--- config.mk ---
export PLATFORM = sky130hd
export DESIGN_NAME = cfsp_isqrt
export DESIGN_NICKNAME = d
export VERILOG_FILES = /design/src/sv/cfsp_pkg.sv /design/src/sv/cfsp_isqrt.sv
export SDC_FILE = /design/constraint.sdc
export NUM_CORES = 1
export LEC_CHECK = 0
export BUFFER_PORTS_ARGS = -buffer_cell sky130_fd_sc_hd__buf_2
export CORE_MARGIN = 3
export CORE_UTILIZATION = 43
export DETAILED_ROUTE_END_ITERATION = 8
export SYNTH_ARGS = -nofsm -noshare
export SYNTH_HDL_FRONTEND = slang
export SYNTH_SLANG_ARGS = --single-unit
export TNS_END_PERCENT = 1
--- constraint.sdc ---
create_clock -name clk_i -period 5 [get_ports clk_i]
set_clock_uncertainty 0.15 [all_clocks]
set_input_delay 0.25 -clock clk_i [delete_from_list [all_inputs] [get_ports clk_i]]
set_output_delay 0.25 -clock clk_i [all_outputs]
set_load 0.005 [all_outputs]
--- src/sv/cfsp_pkg.sv ---
// Shared types, constants and helpers for the cube face to sphere projection.
// Used by every module of the block; depends on nothing else.
`default_nettype none

package cfsp_pkg;

  // Q2.14 fixed point
  localparam int FRAC_BITS = 14;
  localparam int ONE       = 1 << FRAC_BITS;
  localparam int HALF      = ONE >> 1;

  // floor(x / 3) = (x * RECIP3) >> RECIP3_SHIFT for x up to ONE
  localparam int RECIP3       = 21846;
  localparam int RECIP3_SHIFT = 16;

  // Unit latencies in register stages
  localparam int FRONT_LAT  = 5;
  localparam int SQRT_LAT   = 16;
  localparam int DIV_LAT    = 15;
  localparam int PIPE_DEPTH = FRONT_LAT + SQRT_LAT + 3 + SQRT_LAT + 1 + DIV_LAT + 1;

  typedef enum logic [2:0] {
    FACE_PX = 3'd0,
    FACE_NX = 3'd1,
    FACE_PY = 3'd2,
    FACE_NY = 3'd3,
    FACE_PZ = 3'd4,
    FACE_NZ = 3'd5
  } face_e;

  typedef struct packed {
    logic [2:0]         face_number;
    logic signed [15:0] u_coord;
    logic signed [15:0] v_coord;
  } in_item_t;

  typedef struct packed {
    logic signed [15:0] sphere_x;
    logic signed [15:0] sphere_y;
    logic signed [15:0] sphere_z;
  } out_item_t;

  // magnitude of a 16-bit signed value
  function automatic logic [15:0] abs16(input logic signed [15:0] val);
    logic [15:0] res;
    res = val[15] ? 16'(-val) : 16'(val);
    return res;
  endfunction

endpackage

`default_nettype wire

--- src/sv/cfsp_isqrt.sv ---
// Pipelined integer square root, 32-bit radicand, 16-bit root, one bit per stage.
// Depends on cfsp_pkg for the stage count.
`default_nettype none

module cfsp_isqrt import cfsp_pkg::*; (
  input  wire logic        clk_i,
  input  wire logic        en_i,
  input  wire logic [31:0] rad_i,
  output logic      [15:0] root_o
);

  logic [31:0] rad_q  [SQRT_LAT];
  logic [17:0] rem_q  [SQRT_LAT];
  logic [15:0] root_q [SQRT_LAT];

  always_ff @(posedge clk_i) begin
    logic [31:0] rad_p;
    logic [17:0] rem_p;
    logic [15:0] root_p;
    logic [19:0] cur;
    logic [19:0] trial;
    if (en_i) begin
      for (int k = 0; k < SQRT_LAT; k++) begin
        if (k == 0) begin
          rad_p  = rad_i;
          rem_p  = '0;
          root_p = '0;
        end else begin
          rad_p  = rad_q[k-1];
          rem_p  = rem_q[k-1];
          root_p = root_q[k-1];
        end
        // bring down two radicand bits, try root bit one
        cur   = {rem_p, rad_p[31:30]};
        trial = {2'b00, root_p, 2'b01};
        rad_q[k] <= rad_p << 2;
        if (cur >= trial) begin
          rem_q[k]  <= 18'(cur - trial);
          root_q[k] <= {root_p[14:0], 1'b1};
        end else begin
          rem_q[k]  <= cur[17:0];
          root_q[k] <= {root_p[14:0], 1'b0};
        end
      end
    end
  end

  assign root_o = root_q[SQRT_LAT-1];

endmodule

`default_nettype wire

==> impl_metrics.tcl <==
set metrics [dict create \
    grt_antenna_before_repair 0 \
    worst-path-buf-inv 0 \
    vias_per_cell 5.23 \
    min_to "rad_q[0][17]$_DFFE_PP_" \
    ir_worst_vdd_mv 0.238 \
    worstHoldStart "rad_i[17]" \
    yosysWarningCount 0 \
    path_cells "ha_1, a21oi_1, nor2b_1, o21a_1, a2111oi_0, nand2_1, mux2_2" \
    cts_tree "built" \
    timing.fmax_ghz 0.281 \
    n_antenna_cell 0 \
    die_h_um 266 \
    fp-row-count 94 \
    endpoint_kind "register" \
    p_clk_frac 0.353 \
    fin_crit_sh 0.712 \
    cts_sinks 626 \
    grt_pass1_wl_um 85100 \
    p_int_mw 10.4 \
    hpwl_um 36700 \
    cts-root-buf "clkbuf_16" \
    worstPathArrival_ns 3.75 \
    whs_path_depth 2 \
    setup_viol 0 \
    io_pins 50 \
    finalCriticalPeriod_ns 3.56 \
    synth_fp_nets 2401 \
    postCtsSetupBuffers 0 \
    power_density_mw_per_mm2 423 \
    dr.pass1.iters 5 \
    synth_enable_flop_cells 625 \
    seq_area_sq_mm 0.0188 \
    final_layout_size_suffix_gt1_frac 0.0946 \
    ys_ff_latch 626 \
    avgRoutedWirePerCell_um 16.0 \
    final_nets 2504 \
    cp-start-kind "register" \
    vias 16900 \
    insertion_delay_ns 0.60 \
    critPathSlowestCell "nand2_1" \
    syn_to_final_growth_pct 12.6 \
    synth-seq-area-share 0.645 \
    die_area_sq_mm 0.0709 \
    fp.dieW_um 266 \
    path_delay_family "compound AO/OA/AOI/OAI gates" \
    start_util 0.439 \
    max_stage_delay_ns 0.80 \
    multiInputGateArea_sq_mm 0.00933 \
    grt_remaining_overflow 0 \
    slew_headroom 0.264 \
    port_buffers 49 \
    maxCapViolations 0 \
    grt_usage 0.147 \
    switching_share 0.254 \
    grt_pass1_vias 16800 \
    cts_buffers 68 \
    hold_viol 0 \
    postCtsResizedCells 0 \
    clkTransAtPathRegs_ns 0.06 \
    final_core_util 0.494 \
    power_frac_comb 0.152 \
    p_leak_nw 12.5 \
    fill_cells 5632 \
    wirelength_um 51600 \
    htree_levels 3 \
    r2r-end "rem_q[1][114]$_DFFE_PP_" \
    cp_data_required_time_ns 5.19 \
    path_max_fanout 28 \
    grt_setup_unrepaired "no" \
    place.gp.congestion 0.874 \
    hp-class "input port to register" \
    ant_nets 0 \
    crit_type "register to register" \
    status "finished clean" \
    r2r-start "rem_q[1][101]$_DFFE_PP_" \
    pwr-share-seq 0.496 \
    total_power_mw 13.9 \
    drt_iter0_markers 1035 \
    coreArea_sq_mm 0.0665 \
    synth_area_sq_mm 0.0291 \
    setup_tns_ns 0 \
    ys.flop_type "edfxtp_1" \
    syn_inst 2213 \
    async_reset_ff_frac 0 \
    tightest_slew_ns 1.10 \
    grt_max_degree 92 \
    cts_buffer_depth 3 \
    p_sw_mw 3.53 \
    finalMaxSlewViolations 0 \
    r2r_setup_slack_ns 1.44 \
    synth.avg_cell_area_sq_um 13.2 \
    ys_types 77 \
    reg2regPathDepth 7 \
    drcViolationCount 0 \
]
timing repair:
action,CTS,global route
hold buffers,34,0
setup endpoints to repair,0,0
endpoints found under the hold margin,47,0
per-stage QoR:
stage                     setup WS [ns]  instance area (sq um)  hold WS, ns  std cells
after detailed placement           1.50                  30300        0.255       3076
after global placement             1.55                  30300        0.250       3076
final                              1.44                  32800        0.201       3232
after floorplan                    2.19                  29100        0.199       2213
after global routing               1.26                  32800        0.179       3232
after CTS                          1.49                  32800        0.159       3232
power groups by stage:
stage,Combinational (mW),Sequential [mW],Clock (mW)
global placement,2.02,6.97,0
detailed placement,2.07,6.99,0
finish,2.11,6.88,4.89
global route,2.39,6.95,5.29
CTS,2.11,6.88,5.07
floorplan,1.62,6.85,0
synthesized netlist by cell type (all sizes together), types with 3 or more instances:
library cell	count	area share
nor3	48	0.0086
or4b	3	0.0012
nand2b	22	0.0047
a211oi	9	0.0023
nor4	33	0.0078
and2	13	0.0028
nand3b	7	0.0018
a21o	29	0.0075
o31ai	8	0.0021
buf	27	0.0064
nor3b	7	0.0018
a21oi	145	0.025
o211ai	7	0.0018
nand2	121	0.016
a2111oi	8	0.0037
xor2	93	0.028
mux2i	5	0.0017
nor4b	12	0.0038
o21a	34	0.0088
nand4b	4	0.0012
nand4	21	0.0045
nor2	146	0.019
o21ai	99	0.017
clkbuf	40	0.0052
and4	5	0.0015
a21boi	7	0.0018
o211a	4	0.0014
edfxtp	625	0.64
nand3	42	0.0074
nor2b	24	0.0052
a311oi	3	0.0011
inv	186	0.024
ha	154	0.066
a41oi	5	0.0015
or2	8	0.0017
a31o	5	0.0015
o21bai	10	0.0026
mux2	27	0.010
or4	9	0.0026
xnor2	97	0.029
or3	22	0.0049
and3	9	0.0020
a31oi	10	0.0024
o22ai	4	0.0011
per-layer routing:
layer,wire length (um),GRT usage,vias to the layer above
met3,2770,0.0283,100
li1,-,-,8341
met5,0,0,-
met4,1220,0.0536,0
met1,23700,0.202,8081
met2,23900,0.236,393
cells by family after synthesis:
kind of cell	synth area share
adder cells (fa/ha/maj)	0.0661
buffers and inverters	0.0355
multiplexers	0.0121
flip-flops	0.645
AO/OA/AOI/OAI	0.0861
AND/OR/NAND/NOR	0.0985
XOR/XNOR	0.0571
placed cells by master, fill, tap and decap left out, types with 7 or more instances in the layout:
cell type / count
a211oi_1: 9
a21boi_0: 7
a21o_1: 29
a21oi_1: 143
a31oi_1: 9
and2_1: 13
and3_1: 8
buf_2: 48
buf_4: 16
bufinv_16: 7
clkbuf_1: 13
clkbuf_16: 68
clkinv_1: 15
clkinv_2: 11
dlygate4sd3_1: 34
edfxtp_1: 625
ha_1: 154
inv_1: 186
mux2_2: 27
nand2_1: 121
nand2b_1: 22
nand3_1: 41
nand3b_1: 7
nand4_1: 21
nor2_1: 146
nor2b_1: 24
nor3_1: 46
nor3b_1: 7
nor4_1: 31
nor4b_1: 11
o211ai_1: 7
o21a_1: 34
o21ai_0: 97
o21bai_1: 10
o31ai_1: 8
or2_2: 8
or3_1: 21
or4_1: 7
xnor2_1: 97
xor2_1: 93
flip-flops by register name, summed over array words and instances (netlist names):
signal and cells:
rad_q 240, rem_q 250, root_q 136
cell type report:
type | count | area share
clock buffer | 81 | 0.0533
clock inverter | 41 | 0.0136
inverter | 186 | 0.0213
multi-input combinational | 1334 | 0.284
sequential | 626 | 0.572
tap | 864 | 0.0329
timing repair buffer | 100 | 0.0224
worst max-delay path by stage:
stage | cells after the start | start | endpoint | slack, ns
2_1_floorplan | 8 | rem_q[1][36]$_DFFE_PP_ | rem_q[1][58]$_DFFE_PP_ | 2.19
3_3_place_gp | 5 | rem_q[1][104]$_DFFE_PP_ | rem_q[1][113]$_DFFE_PP_ | 1.55
3_5_place_dp | 8 | root_q[1][91]$_DFFE_PP_ | rem_q[1][114]$_DFFE_PP_ | 1.50
4_1_cts | 5 | rem_q[1][104]$_DFFE_PP_ | rem_q[1][114]$_DFFE_PP_ | 1.49
5_1_grt | 7 | rem_q[1][101]$_DFFE_PP_ | rem_q[1][114]$_DFFE_PP_ | 1.26
6_report | 7 | rem_q[1][101]$_DFFE_PP_ | rem_q[1][114]$_DFFE_PP_ | 1.44
Note: power is estimated with default switching activity, not from simulation.
