## config.mk

```make
export PLATFORM = sky130hd
export DESIGN_NAME = cfsp_front
export DESIGN_NICKNAME = d
export VERILOG_FILES = /design/src/sv/cfsp_pkg.sv /design/src/sv/cfsp_front.sv
export SDC_FILE = /design/constraint.sdc
export NUM_CORES = 2
export LEC_CHECK = 0
export BUFFER_PORTS_ARGS = -buffer_cell sky130_fd_sc_hd__buf_4
export CAP_MARGIN = 0
export CELL_PAD_IN_SITES_DETAIL_PLACEMENT = 1
export CELL_PAD_IN_SITES_GLOBAL_PLACEMENT = 2
export CORE_MARGIN = 5
export CORE_UTILIZATION = 48
export DETAILED_ROUTE_END_ITERATION = 8
export PLACE_DENSITY = 0.95
export REMOVE_ABC_BUFFERS = 1
export SYNTH_ARGS = -nofsm -noshare
export SYNTH_HDL_FRONTEND = slang
export SYNTH_SLANG_ARGS = --single-unit
```

## constraint.sdc

```tcl
create_clock -name clk_i -period 13.6 [get_ports clk_i]
set_input_delay 0.68 -clock clk_i [delete_from_list [all_inputs] [get_ports clk_i]]
set_output_delay 0.68 -clock clk_i [all_outputs]
set_load 0.005 [all_outputs]
```

## src/sv/cfsp_pkg.sv

```systemverilog
// Shared types, constants and helpers for the cube face to sphere projection.
// Used by every module of the block; depends on nothing else.
`default_nettype none

package cfsp_pkg;

  // Q2.14 fixed point
  localparam int FRAC_BITS = 14;
  localparam int ONE       = 1 << FRAC_BITS;
  localparam int HALF      = ONE >> 1;

  // floor(x / 3) = (x * RECIP3) >> RECIP3_SHIFT for x up to ONE
  localparam int RECIP3       = 21846;
  localparam int RECIP3_SHIFT = 16;

  // Unit latencies in register stages
  localparam int FRONT_LAT  = 5;
  localparam int SQRT_LAT   = 16;
  localparam int DIV_LAT    = 15;
  localparam int PIPE_DEPTH = FRONT_LAT + SQRT_LAT + 3 + SQRT_LAT + 1 + DIV_LAT + 1;

  typedef enum logic [2:0] {
    FACE_PX = 3'd0,
    FACE_NX = 3'd1,
    FACE_PY = 3'd2,
    FACE_NY = 3'd3,
    FACE_PZ = 3'd4,
    FACE_NZ = 3'd5
  } face_e;

  typedef struct packed {
    logic [2:0]         face_number;
    logic signed [15:0] u_coord;
    logic signed [15:0] v_coord;
  } in_item_t;

  typedef struct packed {
    logic signed [15:0] sphere_x;
    logic signed [15:0] sphere_y;
    logic signed [15:0] sphere_z;
  } out_item_t;

  // magnitude of a 16-bit signed value
  function automatic logic [15:0] abs16(input logic signed [15:0] val);
    logic [15:0] res;
    res = val[15] ? 16'(-val) : 16'(val);
    return res;
  endfunction

endpackage

`default_nettype wire

```

## src/sv/cfsp_front.sv

```systemverilog
// Front end: coordinate clamp, face select, squares and spherify polynomial.
// Five register stages; depends on cfsp_pkg.
`default_nettype none

module cfsp_front import cfsp_pkg::*; (
  input  wire logic               clk_i,
  input  wire logic               en_i,
  input  wire in_item_t           item_i,
  output logic signed [15:0]      c_o [3],
  output logic        [15:0]      p_o [3]
);

  logic signed [15:0] c_d  [3];
  logic signed [15:0] c1_q [3];
  logic signed [15:0] c2_q [3];
  logic signed [15:0] c3_q [3];
  logic signed [15:0] c4_q [3];
  logic signed [15:0] c5_q [3];
  logic [14:0]        q2_q [3];
  logic [29:0]        prod3_q [3];
  logic [15:0]        neg3_q  [3];
  logic [31:0]        t4_q    [3];
  logic [15:0]        neg4_q  [3];
  logic [15:0]        p5_q    [3];

  // clamp and select the cube point
  always_comb begin
    logic signed [15:0] uc;
    logic signed [15:0] vc;
    logic signed [15:0] one_s;
    one_s = 16'(ONE);
    uc = item_i.u_coord;
    vc = item_i.v_coord;
    if (uc > one_s) uc = one_s;
    else if (uc < -one_s) uc = -one_s;
    if (vc > one_s) vc = one_s;
    else if (vc < -one_s) vc = -one_s;
    unique case (face_e'(item_i.face_number))
      FACE_PX: begin c_d[0] = one_s;  c_d[1] = vc;     c_d[2] = -uc;    end
      FACE_NX: begin c_d[0] = -one_s; c_d[1] = vc;     c_d[2] = uc;     end
      FACE_PY: begin c_d[0] = uc;     c_d[1] = one_s;  c_d[2] = vc;     end
      FACE_NY: begin c_d[0] = uc;     c_d[1] = -one_s; c_d[2] = -vc;    end
      FACE_NZ: begin c_d[0] = -uc;    c_d[1] = vc;     c_d[2] = -one_s; end
      default: begin c_d[0] = uc;     c_d[1] = vc;     c_d[2] = one_s;  end
    endcase
  end

  // stage registers
  always_ff @(posedge clk_i) begin
    if (en_i) begin
      for (int i = 0; i < 3; i++) begin
        c1_q[i] <= c_d[i];
        c2_q[i] <= c1_q[i];
        c3_q[i] <= c2_q[i];
        c4_q[i] <= c3_q[i];
        c5_q[i] <= c4_q[i];
        // squares, floor(c*c / ONE)
        q2_q[i] <= 15'((32'(abs16(c1_q[i])) * 32'(abs16(c1_q[i]))) >> FRAC_BITS);
      end
      // cross products and halves of the other two squares
      prod3_q[0] <= 30'(q2_q[1]) * 30'(q2_q[2]);
      prod3_q[1] <= 30'(q2_q[0]) * 30'(q2_q[2]);
      prod3_q[2] <= 30'(q2_q[0]) * 30'(q2_q[1]);
      neg3_q[0]  <= 16'(q2_q[1] >> 1) + 16'(q2_q[2] >> 1);
      neg3_q[1]  <= 16'(q2_q[0] >> 1) + 16'(q2_q[2] >> 1);
      neg3_q[2]  <= 16'(q2_q[0] >> 1) + 16'(q2_q[1] >> 1);
      for (int i = 0; i < 3; i++) begin
        // divide by 3*ONE: shift then reciprocal multiply
        t4_q[i]   <= 32'(prod3_q[i] >> FRAC_BITS) * 32'(RECIP3);
        neg4_q[i] <= neg3_q[i];
      end
    end
  end

  // polynomial, clamped at zero
  always_ff @(posedge clk_i) begin
    if (en_i) begin
      for (int i = 0; i < 3; i++) begin
        if (16'(ONE) + 16'(t4_q[i] >> RECIP3_SHIFT) > neg4_q[i]) begin
          p5_q[i] <= 16'(ONE) + 16'(t4_q[i] >> RECIP3_SHIFT) - neg4_q[i];
        end else begin
          p5_q[i] <= '0;
        end
      end
    end
  end

  assign c_o = c5_q;
  assign p_o = p5_q;

endmodule

`default_nettype wire

```

==> run metrics <==
Final period util=0.707; Mapped Area=71400 um2; Residual DRC=0; Post-synth EDFFs=516; RR Endpoint=q2_q[0][44]$_DFFE_PP_; min Tclk post-route=9.62 ns; Layout area overhead=7.55%; reg-to-reg slack, setup=roughly 4.0 ns; Routed WL per cell=between 20 and 25 um; antenna-violating nets left=0; worst reg2reg path startpoint=c1_q[0][32]$_DFFE_PP_; clk sinks=a little over 500; PortBufs=132; syn avg cell area=10.3 um2; slowest CP cell=o31ai_1; Chip Height=approximately 400 um; synth unique cells=82; I/O pin count=about 130; skew final=around 0.029 ns; top-count cell post-synth=inv_1; Ys Warns=0; min-delay src=item_i[13]; FMAX=104 MHz; Max Slew Vio Count=0; synthesis-stage register bit count=about 520; fin nets=9183; GR peak layer=met2; CTS resizes=0; CTS H-tree depth=2; Hold Slack=0.345 ns; cell depth of the worst hold path=2; First-pass DRT Iterations=5; FILL cells=~16000; Final HPWL DP=between 100 and 150 mm; met2 Usage GRT=0.434; Fin Setup TNS=0 ns; Post-DP Area=74700 um2; Most used DFF post-synth=edfxtp_1; actual slew at the worst max-slew pin=roughly 1.2 ns; status=completed; setup bufs post-CTS=0; CP bufs+invs=5; ranking of synthesized cells by area=fa_1 (34%), edfxtp_1 (22%), ha_1 (16%), inv_1 (8.4%), nand2_1 (3.6%); multi-input logic area=between 40000 and 50000 um2; Critical Path RT=14.02 ns; clk root buf=clkbuf_16; layout cells sized above 1=0.0459; unrepaired setup endpoints after global routing=false; max incr delay on CP=approximately 0.73 ns; vias=between 40000 and 50000; clock-pin slew reported for the worst setup and hold paths after clock tree synthesis=approximately 0.070 ns; Hold-fix buffers, CTS=0; cell taking the most area after synthesis=fa_1; first-pass GRT wire length=about 310 mm; largest net degree at the start of global routing=89; Cells after Synth=~6900; Seq/Total Area, Yosys=0.217; asr flop ratio synth=0; die area=157000 um2; Max transition margin=0.175; M1 GR Usage=0.312; worst hold path type=input pin to flop; CTS max path bufs=3; finished layout cell area=76800 um2; met3 Use GR=0.0303; Arr. time, crit path=between 10 and 15 ns; Total GRT Usage=0.244; core box area=approximately 150000 um2; final wirelength=around 190 mm; initial DRC count=~2500; CP max FO=14; vias in the first global route=around 57000; worst skew pair latency=~0.7 ns; Hold EP=c1_q[0][29]$_DFFE_PP_; Max-Cap Viols=0; Final setup viols=0; Placement Rows=141; Initial Util=0.483; gp weighted congestion=0.880; share of the synthesized area in the top cell type=0.336; R2R depth=28; most frequent cells after synthesis=inv_1 (1604), fa_1 (1197), ha_1 (911); FF+latch area=around 15000 um2; antenna violations before repair=2; Crit Path Class=flop to flop; startpoint class of the critical path=flop; Most common cell on crit path=fa_1; CTS tree=done; kind of end point of the critical path=flop; die width=396 um; Final Hold Fails=0; CP top delay family=adder cells; vias per inst=between 5 and 6; TritonCTS buffer count=60; final global-route overflow total=0
cell families (layout without fill, tap and decap cells):
logic type	Yosys count	in the layout	share of synthesized area
and+or+nand+nor	1675	1675	0.108
adders and majority gates	2108	2108	0.495
muxes	4	4	0.000753
AOI/OAI and AO/OA	565	565	0.0517
buffers and inverters	1814	1931	0.0954
DFF	516	516	0.217
xor gates and xnor gates	256	256	0.0315
other	2	31	0.000105
layout make-up:
type / instances / area share
clock buffers: 72 / 0.0204
flip-flops and latches: 516 / 0.202
diodes: 1 / 0.0000326
well taps: 1930 / 0.0314
multi-input cells: 4638 / 0.641
inverters: 1626 / 0.0795
clock inverters: 37 / 0.00691
repair buffers: 196 / 0.0193
per-stage QoR:
stage / util / instances / setup slack [ns]
2_1_floorplan: - / 6780 / 5.65
3_3_place_gp: 0.505 / 8906 / 4.56
3_5_place_dp: 0.505 / 8906 / 4.12
4_1_cts: 0.519 / 9015 / 4.02
5_1_grt: 0.519 / 9015 / 3.41
6_report: 0.519 / 9016 / 3.98
worst max-delay path by stage:
stage	endpoint	start	slack, ns	cells past startpoint
after floorplan	q2_q[0][14]$_DFFE_PP_	c1_q[0][0]$_DFFE_PP_	5.65	30
after global placement	q2_q[0][44]$_DFFE_PP_	c1_q[0][32]$_DFFE_PP_	4.56	28
after detailed placement	q2_q[0][44]$_DFFE_PP_	c1_q[0][32]$_DFFE_PP_	4.12	28
after CTS	q2_q[0][44]$_DFFE_PP_	c1_q[0][32]$_DFFE_PP_	4.02	28
after global routing	q2_q[0][44]$_DFFE_PP_	c1_q[0][32]$_DFFE_PP_	3.41	28
final	q2_q[0][44]$_DFFE_PP_	c1_q[0][32]$_DFFE_PP_	3.98	28
routing by layer:
layer	share of wire	wire length (um)
met1	0.41	77600
met5	0	0
met3	0.046	8670
met4	0.035	6560
met2	0.50	94300
cells in the final DEF (no fill, tap or decap), drive strengths merged, types with 16 or more instances in the layout:
cell type | Yosys | layout
inv | 1609 | 1615
fa | 1197 | 1197
ha | 911 | 911
nand2 | 681 | 681
edfxtp | 516 | 516
nor2 | 374 | 374
and2 | 306 | 306
buf | 3 | 196
xnor2 | 178 | 178
a21oi | 151 | 151
o21ai | 123 | 123
nor3 | 84 | 84
xor2 | 78 | 78
clkbuf | 185 | 72
a21o | 71 | 71
nand3 | 48 | 48
nor2b | 34 | 34
clkinv | 17 | 34
nand2b | 33 | 33
o21a | 31 | 31
conb | 2 | 30
and3 | 27 | 27
nand4 | 23 | 23
or3 | 23 | 23
a31oi | 20 | 20
a21boi | 18 | 18
o31ai | 16 | 16
worst reg2reg max path, delay by kind of cell, from the launching register on:
kind                       cells  cell delay [ns]
DFF                            1             0.52
AOI/OAI and AO/OA              8             2.69
adders and majority gates      8             3.60
buffers and inverters          5             1.00
xor gates and xnor gates       2             0.63
and+or+nand+nor                5             0.95
flip-flops by register name, summed over array words and instances (netlist names):
name,count
c_o,48
q2_q,45
t4_q,45
neg4_q,45
c3_q,48
neg3_q,45
c1_q,48
c4_q,48
c2_q,48
p_o,48
prod3_q,48
Power is not shown: default switching activity piles up to over one toggle a cycle in this logic, so the estimate is an artifact.
